--- config.mk ---
export PLATFORM = sky130hd
export DESIGN_NAME = cftm_ctrl
export DESIGN_NICKNAME = d
export VERILOG_FILES = /design/src/hw/rtl/cftm_pkg.sv /design/src/hw/rtl/cftm_ctrl.sv
export SDC_FILE = /design/constraint.sdc
export NUM_CORES = 1
export LEC_CHECK = 0
export ABC_AREA = 1
export BUFFER_PORTS_ARGS = -buffer_cell sky130_fd_sc_hd__buf_2
export CORE_MARGIN = 5
export CORE_UTILIZATION = 30
export CTS_BUF_LIST = sky130_fd_sc_hd__clkbuf_16
export DETAILED_ROUTE_END_ITERATION = 16
export SYNTH_ARGS = -nofsm -noshare
export SYNTH_HDL_FRONTEND = slang
export SYNTH_SLANG_ARGS = --single-unit
export TNS_END_PERCENT = 10
--- constraint.sdc ---
create_clock -name i_clk -period 1.75 [get_ports i_clk]
set_clock_uncertainty 0.1 [all_clocks]
set_input_delay 0.175 -clock i_clk [delete_from_list [all_inputs] [get_ports i_clk]]
set_output_delay 0.175 -clock i_clk [all_outputs]
set_load 0.03 [all_outputs]
--- src/hw/rtl/cftm_pkg.sv ---
// Shared types and codes for the CAN frame traffic monitor.
`default_nettype none
package cftm_pkg;

    localparam logic [1:0] FUNC_ACCOUNT = 2'd0;
    localparam logic [1:0] FUNC_READ    = 2'd1;
    localparam logic [1:0] FUNC_CLEAR   = 2'd2;
    localparam logic [1:0] FUNC_UNUSED  = 2'd3;

    localparam logic [2:0] ST_KNOWN      = 3'd0;
    localparam logic [2:0] ST_NEW        = 3'd1;
    localparam logic [2:0] ST_FULL       = 3'd2;
    localparam logic [2:0] ST_READ_OK    = 3'd3;
    localparam logic [2:0] ST_READ_EMPTY = 3'd4;
    localparam logic [2:0] ST_CLEARED    = 3'd5;

    localparam logic [3:0] MAX_LEN = 4'd8;

    typedef struct packed {
        logic [1:0]  func;
        logic [28:0] frame_id;
        logic        is_extended;
        logic        is_remote;
        logic [3:0]  length_code;
        logic [63:0] payload;
        logic [63:0] time_us;
        logic [4:0]  look_back;
    } t_in;

    typedef struct packed {
        logic [2:0]  match_status;
        logic [3:0]  slot;
        logic [31:0] id_frame_count;
        logic [31:0] total_frames;
        logic [31:0] overflow_count;
        logic [31:0] length_bin_count;
        logic [28:0] ring_ident;
        logic        ring_extended;
        logic        ring_remote;
        logic [3:0]  ring_length;
        logic [63:0] ring_payload;
        logic [63:0] ring_time;
    } t_out;

    typedef struct packed {
        logic take;
        logic look;
        logic next;
        logic hit;
        logic miss;
        logic rrd;
        logic rwr;
        logic rda;
        logic rdb;
        logic sweep;
        logic load_out;
    } t_cmd;

    typedef struct packed {
        logic scan_end;
        logic key_hit;
        logic sweep_last;
    } t_stat;

endpackage
`default_nettype wire

--- src/hw/rtl/cftm_ctrl.sv ---
// Sequencing state machine of the traffic monitor.
`default_nettype none
module cftm_ctrl (
    input  wire logic           i_clk,
    input  wire logic           i_rst_n,
    input  wire logic           i_in_valid,
    input  wire logic [1:0]     i_func,
    input  wire logic           i_out_ready,
    input  wire cftm_pkg::t_stat i_stat,
    output logic                o_in_ready,
    output logic                o_out_valid,
    output cftm_pkg::t_cmd      o_cmd
);
    import cftm_pkg::*;

    typedef enum logic [8:0] {
        S_IDLE  = 9'b000000001,
        S_CLEAR = 9'b000000010,
        S_LOOK  = 9'b000000100,
        S_CMP   = 9'b000001000,
        S_RRD   = 9'b000010000,
        S_RWR   = 9'b000100000,
        S_RDA   = 9'b001000000,
        S_RDB   = 9'b010000000,
        S_DONE  = 9'b100000000
    } t_state;

    t_state r_state, n_state;
    logic   r_report, n_report;
    logic   r_out_valid, n_out_valid;
    logic   take;

    assign o_in_ready  = (r_state == S_IDLE);
    assign o_out_valid = r_out_valid;
    assign take        = i_in_valid && o_in_ready;

    always_comb begin
        n_state     = r_state;
        n_report    = r_report;
        n_out_valid = r_out_valid;
        o_cmd       = '0;
        if (r_out_valid && i_out_ready) begin
            n_out_valid = 1'b0;
        end
        unique case (r_state)
            S_IDLE: begin
                if (take) begin
                    o_cmd.take = 1'b1;
                    unique case (i_func)
                        FUNC_ACCOUNT: n_state = S_LOOK;
                        FUNC_READ:    n_state = S_RDA;
                        FUNC_CLEAR: begin
                            n_state  = S_CLEAR;
                            n_report = 1'b1;
                        end
                        default:      n_state = S_IDLE;
                    endcase
                end
            end
            S_CLEAR: begin
                o_cmd.sweep = 1'b1;
                if (i_stat.sweep_last) begin
                    n_state = r_report ? S_DONE : S_IDLE;
                end
            end
            S_LOOK: begin
                if (i_stat.scan_end) begin
                    o_cmd.miss = 1'b1;
                    n_state    = S_RRD;
                end else begin
                    o_cmd.look = 1'b1;
                    n_state    = S_CMP;
                end
            end
            S_CMP: begin
                if (i_stat.key_hit) begin
                    o_cmd.hit = 1'b1;
                    n_state   = S_RRD;
                end else begin
                    o_cmd.next = 1'b1;
                    n_state    = S_LOOK;
                end
            end
            S_RRD: begin
                o_cmd.rrd = 1'b1;
                n_state   = S_RWR;
            end
            S_RWR: begin
                o_cmd.rwr = 1'b1;
                n_state   = S_DONE;
            end
            S_RDA: begin
                o_cmd.rda = 1'b1;
                n_state   = S_RDB;
            end
            S_RDB: begin
                o_cmd.rdb = 1'b1;
                n_state   = S_DONE;
            end
            S_DONE: begin
                if (!r_out_valid || i_out_ready) begin
                    o_cmd.load_out = 1'b1;
                    n_out_valid    = 1'b1;
                    n_state        = S_IDLE;
                end
            end
            default: n_state = S_IDLE;
        endcase
    end

    always_ff @(posedge i_clk) begin
        if (!i_rst_n) begin
            r_state     <= S_CLEAR;
            r_report    <= 1'b0;
            r_out_valid <= 1'b0;
        end else begin
            r_state     <= n_state;
            r_report    <= n_report;
            r_out_valid <= n_out_valid;
        end
    end

endmodule
`default_nettype wire

==> run summary, run 1 <==
Setup violations remaining at the end of the flow were counted as 0. Timing would allow up to 586 MHz. The residual overflow from global routing was 0. The run gives 1 as the level count of the clock H-tree. The sequential cells in the finished layout cover a total of 220 um^2. For this design the total switching power over the nets is 208 uW. No sink is reached through more buffers than the 2 on the longest clock path. The row count is 17. In the routed layout, each cell is associated on average with a via count of 4.52. The congestion estimate from routability-driven global placement came to 0.903.

In the final design database the tool counted 151 nets. The cell sitting at the root of the clock tree is a sky130_fd_sc_hd__clkbuf_16. The switching power share of the total came out at 25.7%.

Compared with the post-synthesis result, the final layout area differs by 31.9%. TritonCTS built the clock tree. The die extent in x was 58.5 um; the longest individual stage delay on the worst path was 0.32 ns. The analysis attributes to cell leakage a power of 0.554 nW.

Synthesis inferred 11 register bits. The per-cell routed wire length works out to 10.3 um. For the worst max-slew margin expressed relative to the limit, the log shows 83.9%. Averaged over all synthesized cells, the footprint is 6.04 um^2. STA classifies the critical path endpoint as an output port. Along the worst path, the maximum fanout reaches 3. The run gives 0 as the final hold violation count. For the area of the placeable core, the log shows 0.00223 mm^2. In this run, synthesis inferred 0 flip-flops with an integrated enable.

Cell internal power was estimated by the tool at 601 uW. The tools report the largest net degree at the start of global routing as 9. Yosys instantiated no cell more often than sky130_fd_sc_hd__inv_1.

At the later pin of the worst-skew pair, clock insertion delay measures 0.24 ns. The worst setup path category is flip-flop to output port. The logs give 378 um^2 for the total area of multi-input combinational cells and 764 for the total number of vias. The worst setup path is launched from a flip-flop. The power density of the placed cells was 868 mW/mm^2; the global router's overall resource usage was 11.2%.

The number of slew-limit violations in the final report was 0; the HPWL after detailed placement was 1450 um. Walking the worst path, the cells encountered are nor2_2 -> nand2_2 -> inv_1 -> nand2_1 -> nor2_1 -> buf_2. The slowest stage of the critical path belongs to the cell sky130_fd_sc_hd__dfxtp_1. Worst hold margin: 0.0624 ns. Summed over all layers, the routed wires come to 1740 um. Before antenna repair, the detailed router went through 4 iterations. VDD sags by at most 558 uV. Sequential cells burn 32.8% of the power. Sequential cells were found to cover 31.2% of the synthesized design area. STA puts the critical path data required time at 1.47 ns. The logs give 3 for the clock buffer count from CTS and 0 for the number of buffers added for setup after CTS.

For this block, the initial DRC count from the detailed router was 9. The die outline area was 0.00343 mm^2; the number of buffers added on ports was 21. The first global-routing pass estimated 2950 um of wire. In the routed design, unresolved DRC markers number 0.

The netlist uses 17 different library cells. The net count after synthesis came out at 126. The path class of the tightest hold or removal check is primary input to flip-flop.

The instance area at placement came out at 840 um^2. The most used flip-flop cell after synthesis is sky130_fd_sc_hd__dfxtp_1. For this design, the sink count on the clock tree is 11. The run finished with clean final reports. Via count of the first global-routing pass: 755.

The run gives 0 as the number of max-capacitance violations reported. The clock network power share was 51.6%. For the initial core utilization, the log shows 31.7%. In the synthesized netlist, the cells that appear most often are sky130_fd_sc_hd__inv_1 (27), sky130_fd_sc_hd__nor2_1 (20), sky130_fd_sc_hd__nand2_1 (17). The share of synthesized registers carrying an async set or reset was 0%; the clock-pin slew reported for the worst setup and hold paths after clock tree synthesis was 0.04 ns.

The share of synthesized area in the top cell type comes to 31.2%. 22 I/O pins were placed. The number of antenna diodes came out at 0. The combinational cell fraction of total power came out at 15.6%.

The post-route netlist has 31.2% of its cells at a drive strength greater than 1. Summing all non-filler instances in the final layout gives an area of 932 um^2. Hold repair after CTS inserted 0 buffers.

The synthesized netlist occupies a cell area of 707 um^2. The tools report the count of antenna-violating nets left after detailed routing as 0. Synthesis produced 117 cells.

Measured along the y axis, the die boundary spans 58.5 um. Counting the fill cells in the layout gives 243. Setup repair after global routing could not meet its margin everywhere. The worst endpoint data arrival time came out at 1.43 ns.

The yosys synthesis warning count came out at 0. The slew at the pin with the worst max-slew slack is 0.241 ns. Initial antenna violation count: 0. The cell type with the largest total area after synthesis was sky130_fd_sc_hd__dfxtp_1. The share of the clock period used by the worst path after layout was 97.4%.

The worst path in the final design needs a cycle of 1.71 ns, including I/O delays and setup. In the post-synthesis netlist, the biggest area contributors are sky130_fd_sc_hd__dfxtp_1 (31%), sky130_fd_sc_hd__inv_1 (14%), sky130_fd_sc_hd__nor2_1 (11%).
[placed cells by master, fill, tap and decap left out, drive strengths merged]
cell type / count
o21ai: 3
nand3: 14
nand2: 22
clkinv: 1
clkbuf: 5
buf: 19
o21a: 1
nor3: 4
a21oi: 3
dfxtp: 11
and3: 1
nor2: 28
inv: 29
[stage by stage]
step	TNS [ns]	utilization, %	setup slack, ns	std cells	power (mW)
floorplan	0	-	0.204	117	0.359
global placement	0	37.6	0.278	165	0.393
detailed placement	0	37.6	0.292	165	0.394
CTS	0	41.2	0.0415	169	0.812
global route	-0.0509	41.7	-0.0391	169	0.846
finish	0	41.7	0.0448	169	0.809
[cell families after synthesis]
logic type / Yosys count / synth area share, %
flip-flops: 11 / 31.2
AO/OA/AOI/OAI: 7 / 5.31
AND/OR/NAND/NOR: 69 / 47.1
buffers and inverters: 30 / 16.5
[worst max-delay path: cells and delay by family (launching register included)]
kind	cells	cell delay (ns)
buf+inv	2	0.36
flops	1	0.32
simple gates	4	0.52
[sequential cells by signal, indices dropped and copies added (netlist names)]
name / flops
r_state: 9
o_out_valid: 1
r_report: 1
[power by group through the flow]
stage | registers [mW] | logic, mW | clock network, mW
after floorplan | 0.269 | 0.0902 | 0
after global placement | 0.269 | 0.123 | 0
after detailed placement | 0.270 | 0.124 | 0
after CTS | 0.265 | 0.125 | 0.422
after global routing | 0.266 | 0.142 | 0.438
final | 0.265 | 0.126 | 0.418
[layout make-up]
type / instances / area share [%]
multi-input cells: 76 / 40.5
flip-flops and latches: 11 / 23.6
repair buffers: 21 / 11.8
inverters: 29 / 11.7
clock buffers: 3 / 8.05
well taps: 28 / 3.76
clock inverters: 1 / 0.537
[final timing paths]
check / start / slack, ns / depth (start not counted) / endpoint
max: r_state[4]$_SDFFE_PN0P_ / 0.04 / 6 / o_cmd[8]
min: i_rst_n / 0.06 / 2 / r_state[1]$_SDFFE_PN1P_
max reg2reg: r_state[4]$_SDFFE_PN0P_ / 0.29 / 9 / r_state[0]$_SDFFE_PN0P_
min reg2reg: r_report$_SDFFE_PN0P_ / 0.38 / 2 / r_report$_SDFFE_PN0P_
[what timing repair did]
item | CTS | global route
endpoints found under the hold margin | 0 | 0
resized for setup | 0 | 5
setup endpoints to repair | 0 | 5
[layer usage]
metal,part of all wire (%),track usage [%]
met1,45,12.5
met5,0,0
met4,2.2,5.96
met2,48,19.6
met3,5.1,2.19
Power figures use the tool's default switching activity.
==> inputs of run 2 (changes only) <==
--- a/config.mk
+++ b/config.mk
@@ -5,8 +5,7 @@
 export SDC_FILE = /design/constraint.sdc
 export NUM_CORES = 1
 export LEC_CHECK = 0
-export ABC_AREA = 1
-export BUFFER_PORTS_ARGS = -buffer_cell sky130_fd_sc_hd__buf_2
+export BUFFER_PORTS_ARGS = -buffer_cell sky130_fd_sc_hd__clkbuf_2
 export CORE_MARGIN = 5
 export CORE_UTILIZATION = 30
 export CTS_BUF_LIST = sky130_fd_sc_hd__clkbuf_16
==> run summary, run 2 <==
The die extent in x is 60.0 um (was 58.5 um), and the overall die height is 60.0 um (was 58.5 um). The clock tree buffer depth came out at 2 (unchanged). The tools report the clock root buffer as sky130_fd_sc_hd__clkbuf_16 (unchanged).

The run gives 97 (was 126) as the net count after synthesis. The critical path buffer and inverter count came out at 4 (was 2). The total number of vias came out at 871 (was 764). The register area share after synthesis is 29.4% (was 31.2%). The category of the worst setup path launch point was a flip-flop (unchanged). Total power of the final layout: 913 uW (was 809 uW). The largest family of logic cells by synthesized area was simple AND/OR/NAND/NOR gates (unchanged).

The yosys synthesis warning count was 0 (unchanged); the number of design rule violations left after detail routing was 0 (unchanged). The commonest non-fill, non-tap cell in the layout is sky130_fd_sc_hd__buf_4 (was sky130_fd_sc_hd__inv_1). The worst hold margin was 0.0676 ns (was 0.0624 ns).

The per-cell routed wire length is 16.1 um (was 10.3 um). The checks that failed: setup timing. Highest routed metal layer: met4 (unchanged). TritonCTS built the clock tree.

The logs give 531 MHz (was 586 MHz) for the maximum frequency from static timing analysis and 0.00360 mm^2 (was 0.00343 mm^2) for the die outline area. The required arrival time at the worst endpoint was 1.47 ns (about the same); the area share of xor/xnor cells in the synthesized design was 3.51% (was 0%). The run gives -0.134 ns (was 0.0448 ns) as the final worst-path setup slack. The longest individual stage delay on the worst path is 0.35 ns (was 0.32 ns). The kind of end point of the critical path is an output port (unchanged). The number of enable flip-flop cells after synthesis came out at 0 (unchanged). The predominant post-synthesis flop cell was sky130_fd_sc_hd__dfxtp_1 (unchanged). The wire length of the first global-routing pass was 3960 um (was 2950 um); the leakage power was 0.572 nW (was 0.554 nW). The storage element area was 234 um^2 (was 220 um^2). The cell family with the largest share of critical-path delay was buffers and inverters (was simple AND/OR/NAND/NOR gates).

The area added between synthesis and finish is 77.8% (was 31.9%), and the maximum net fanout on the critical path is 5 (was 3). Clock buffer count from CTS: 3 (unchanged). Most frequent cells in the layout: sky130_fd_sc_hd__buf_4 (19), sky130_fd_sc_hd__clkbuf_2 (9), sky130_fd_sc_hd__nand2b_1 (5), sky130_fd_sc_hd__dfxtp_2 (5) (was sky130_fd_sc_hd__inv_1 (26), sky130_fd_sc_hd__nor2_1 (19), sky130_fd_sc_hd__buf_2 (19)). The count of boundary I/O pins is 22 (unchanged). The tools report the number of filler cells placed in the layout as 215 (was 243). The power density of the placed cells was 685 mW/mm^2 (was 868 mW/mm^2).

The global router's overall resource usage came out at 14.6% (was 11.2%). The slew at the pin with the worst max-slew slack is 0.406 ns (was 0.241 ns). The via count of the first global-routing pass came out at 891 (was 755). The clock latency reported for the late side of the worst-skew pair was 0.24 ns (about the same); the area of the placeable core was 0.00243 mm^2 (was 0.00223 mm^2). The average via count per standard cell was 5.55 (was 4.52). For the number of search-and-repair iterations in the first detailed-routing pass, the log shows 4 (unchanged). The share of synthesized registers carrying an async set or reset came out at 0% (unchanged). The tools report the initial antenna violation count as 0 (unchanged).

The logs give 1 (unchanged) for the level count of the clock H-tree and 11 (unchanged) for the TritonCTS sink count. The number of buffers added on ports came out at 21 (unchanged). The most frequent cell after synthesis was sky130_fd_sc_hd__dfxtp_1 (was sky130_fd_sc_hd__inv_1).

For the worst max-slew margin expressed relative to the limit, the log shows 72.7% (was 83.9%). Setup repair after global routing could not meet its margin everywhere. Cell with the biggest individual delay on the critical path: sky130_fd_sc_hd__dfxtp_4 (was sky130_fd_sc_hd__dfxtp_1). The logs give 0.878 (was 0.903) for the final weighted congestion in routability-driven placement and 1650 um (was 1450 um) for the HPWL after detailed placement. The wire length on met2 was 1230 um (was 829 um).

The time the worst path needs with I/O delays and setup was 1.88 ns (was 1.71 ns); the row count was 18 (was 17). Residual overflow from global routing: 0 (unchanged). The final net count came out at 137 (was 151). The clock-pin slew reported for the worst setup and hold paths after clock tree synthesis was 0.04 ns (about the same). Worst-path cell chain: nor4_4 -> buf_4 -> buf_12 -> nand2_4 -> buf_6 -> nor2_4 -> buf_8 (was nor2_2 -> nand2_2 -> inv_1 -> nand2_1 -> nor2_1 -> buf_2). The detailed-route wire length came out at 2530 um (was 1740 um). The worst setup path category was flip-flop to output port (unchanged). The post-synthesis area per instance came out at 8.52 um^2 (was 6.04 um^2). The number of slew-limit violations in the final report came out at 0 (unchanged). The number of max-capacitance violations reported was 0 (unchanged); the initial core utilization was 30.8% (was 31.7%). The tools report the hold buffer count at cts as 0 (unchanged).

The path category of the worst min-delay check is primary input to flip-flop (unchanged). The distinct cell type count of the synthesized netlist is 41 (was 17), and the final hold violation count is 0 (unchanged). The worst endpoint data arrival time was 1.61 ns (was 1.43 ns).

The logs give 0 (unchanged) for the count of antenna-violating nets left after detailed routing and 21 (was 9) for the detailed router's first-iteration violation count. The share of the clock period used by the worst path after layout works out to 108% (was 97.4%). The run gives 13 (was 0) as the total of endpoints with negative setup slack in the final report.

The share of Yosys cell area claimed by the top area cell type is 29.4% (was 31.2%), and the flip-flop count of the largest register after layout is 9 (unchanged). The run finished, with violations left. The register with the most flip-flops is r_state (unchanged). The peak supply drop is 452 uV (was 558 uV), and the adder-cell share of the synthesized area is 0% (unchanged).

Leading post-synthesis cells by instance count: sky130_fd_sc_hd__dfxtp_1 (11), sky130_fd_sc_hd__nor3_1 (7), sky130_fd_sc_hd__nor2_1 (6) (was sky130_fd_sc_hd__inv_1 (27), sky130_fd_sc_hd__nor2_1 (20), sky130_fd_sc_hd__nand2_1 (17)). The share of the synthesized area in compound gates (AO/OA/AOI/OAI) was 19.7% (was 5.31%). Top cells by area, synth: sky130_fd_sc_hd__dfxtp_1 (29%), sky130_fd_sc_hd__nor3_1 (4.7%), sky130_fd_sc_hd__nand2b_1 (4.2%) (was sky130_fd_sc_hd__dfxtp_1 (31%), sky130_fd_sc_hd__inv_1 (14%), sky130_fd_sc_hd__nor2_1 (11%)). Mux cell area share after synthesis: 0% (unchanged). The tools report the total area of multi-input combinational cells as 603 um^2 (was 378 um^2).

The number of cells produced by synthesis is 88 (was 117), and the number of cells after detailed placement is 148 (was 165). The flop and latch count out of synthesis is 11 (unchanged). The wire length on met3 was 108 um (was 88 um).

The simple-gate portion of the synthesized area is 41.6% (was 47.1%), and the fraction of final layout cells with drive strength greater than 1 is 62.2% (was 31.2%). The logs give 11 (was 9) for the largest net degree at the start of global routing and 157 (was 169) for the number of standard cells in the final layout excluding fillers. The number of antenna diodes came out at 0 (unchanged). Cell type with the largest total area after synthesis: sky130_fd_sc_hd__dfxtp_1 (unchanged). The combined area of all synthesized cells is 749 um^2 (was 707 um^2). For the met1 wire length, the log shows 1070 um (was 780 um).
run 2: cell type report:
class	instances	share of cell area, %
multi-input cells	67	45.3
repair buffers	41	27.3
clock inverters	1	0.282
well taps	30	2.82
flip-flops and latches	11	17.6
inverters	4	1.13
clock buffers	3	5.63
run 2: metal layers:
metal | up-vias | GRT usage (%)
li1 | 409 | -
met3 | 14 | 2.38
met1 | 417 | 18.2
met5 | - | 0
met2 | 31 | 24.1
met4 | 0 | 7.28
run 2: power by group:
part	internal, mW	switching, mW	total (mW)
registers	0.258	0.0173	0.275
logic	0.111	0.116	0.228
clock network	0.300	0.110	0.410
total	0.669	0.244	0.913
run 2: worst paths after layout:
kind	endpoint	slack (ns)	startpoint	cells past startpoint
worst min-delay path	r_state[3]$_SDFFE_PN0P_	0.07	i_stat[2]	2
worst min register to register	r_report$_SDFFE_PN0P_	0.40	r_report$_SDFFE_PN0P_	1
worst max-delay path	o_cmd[1]	-0.13	r_state[4]$_SDFFE_PN0P_	7
worst max register to register	r_state[2]$_SDFFE_PN0P_	-0.13	r_state[4]$_SDFFE_PN0P_	6
run 2: worst reg2reg max path, cell delays in order (launching register included):
cell and delay [ns]:
sky130_fd_sc_hd__dfxtp_4 0.35, sky130_fd_sc_hd__nor4_4 0.34, sky130_fd_sc_hd__buf_4 0.19, sky130_fd_sc_hd__buf_12 0.11, sky130_fd_sc_hd__nand2_4 0.05, sky130_fd_sc_hd__or4_4 0.47
sky130_fd_sc_hd__a211oi_2 0.20
run 2: metrics by stage:
| step | setup WS (ns) | setup TNS, ns | utilization, % | cell area (um^2) |
|---|---|---|---|---|
| 2_1_floorplan | -0.191 | -0.570 | - | 749 |
| 3_3_place_gp | 0.0141 | 0 | 40.1 | 976 |
| 3_5_place_dp | -0.0313 | -0.0640 | 40.1 | 976 |
| 4_1_cts | -0.114 | -0.679 | 51.7 | 1260 |
| 5_1_grt | -0.209 | -2.06 | 54.8 | 1330 |
| 6_report | -0.134 | -1.02 | 54.8 | 1330 |
run 2: kinds of logic after synthesis:
logic type / count (synthesis)
buf+inv: 10
flops: 11
simple gates: 46
xor+xnor: 3
compound gates: 18
run 2: what timing repair did:
item | CTS | global route
buffers inserted | 4 | 1
pin swaps | 12 | 7
cloned | 0 | 0
endpoints found under the hold margin | 0 | 0
resized for setup | 42 | 25
setup endpoints to repair | 16 | 20
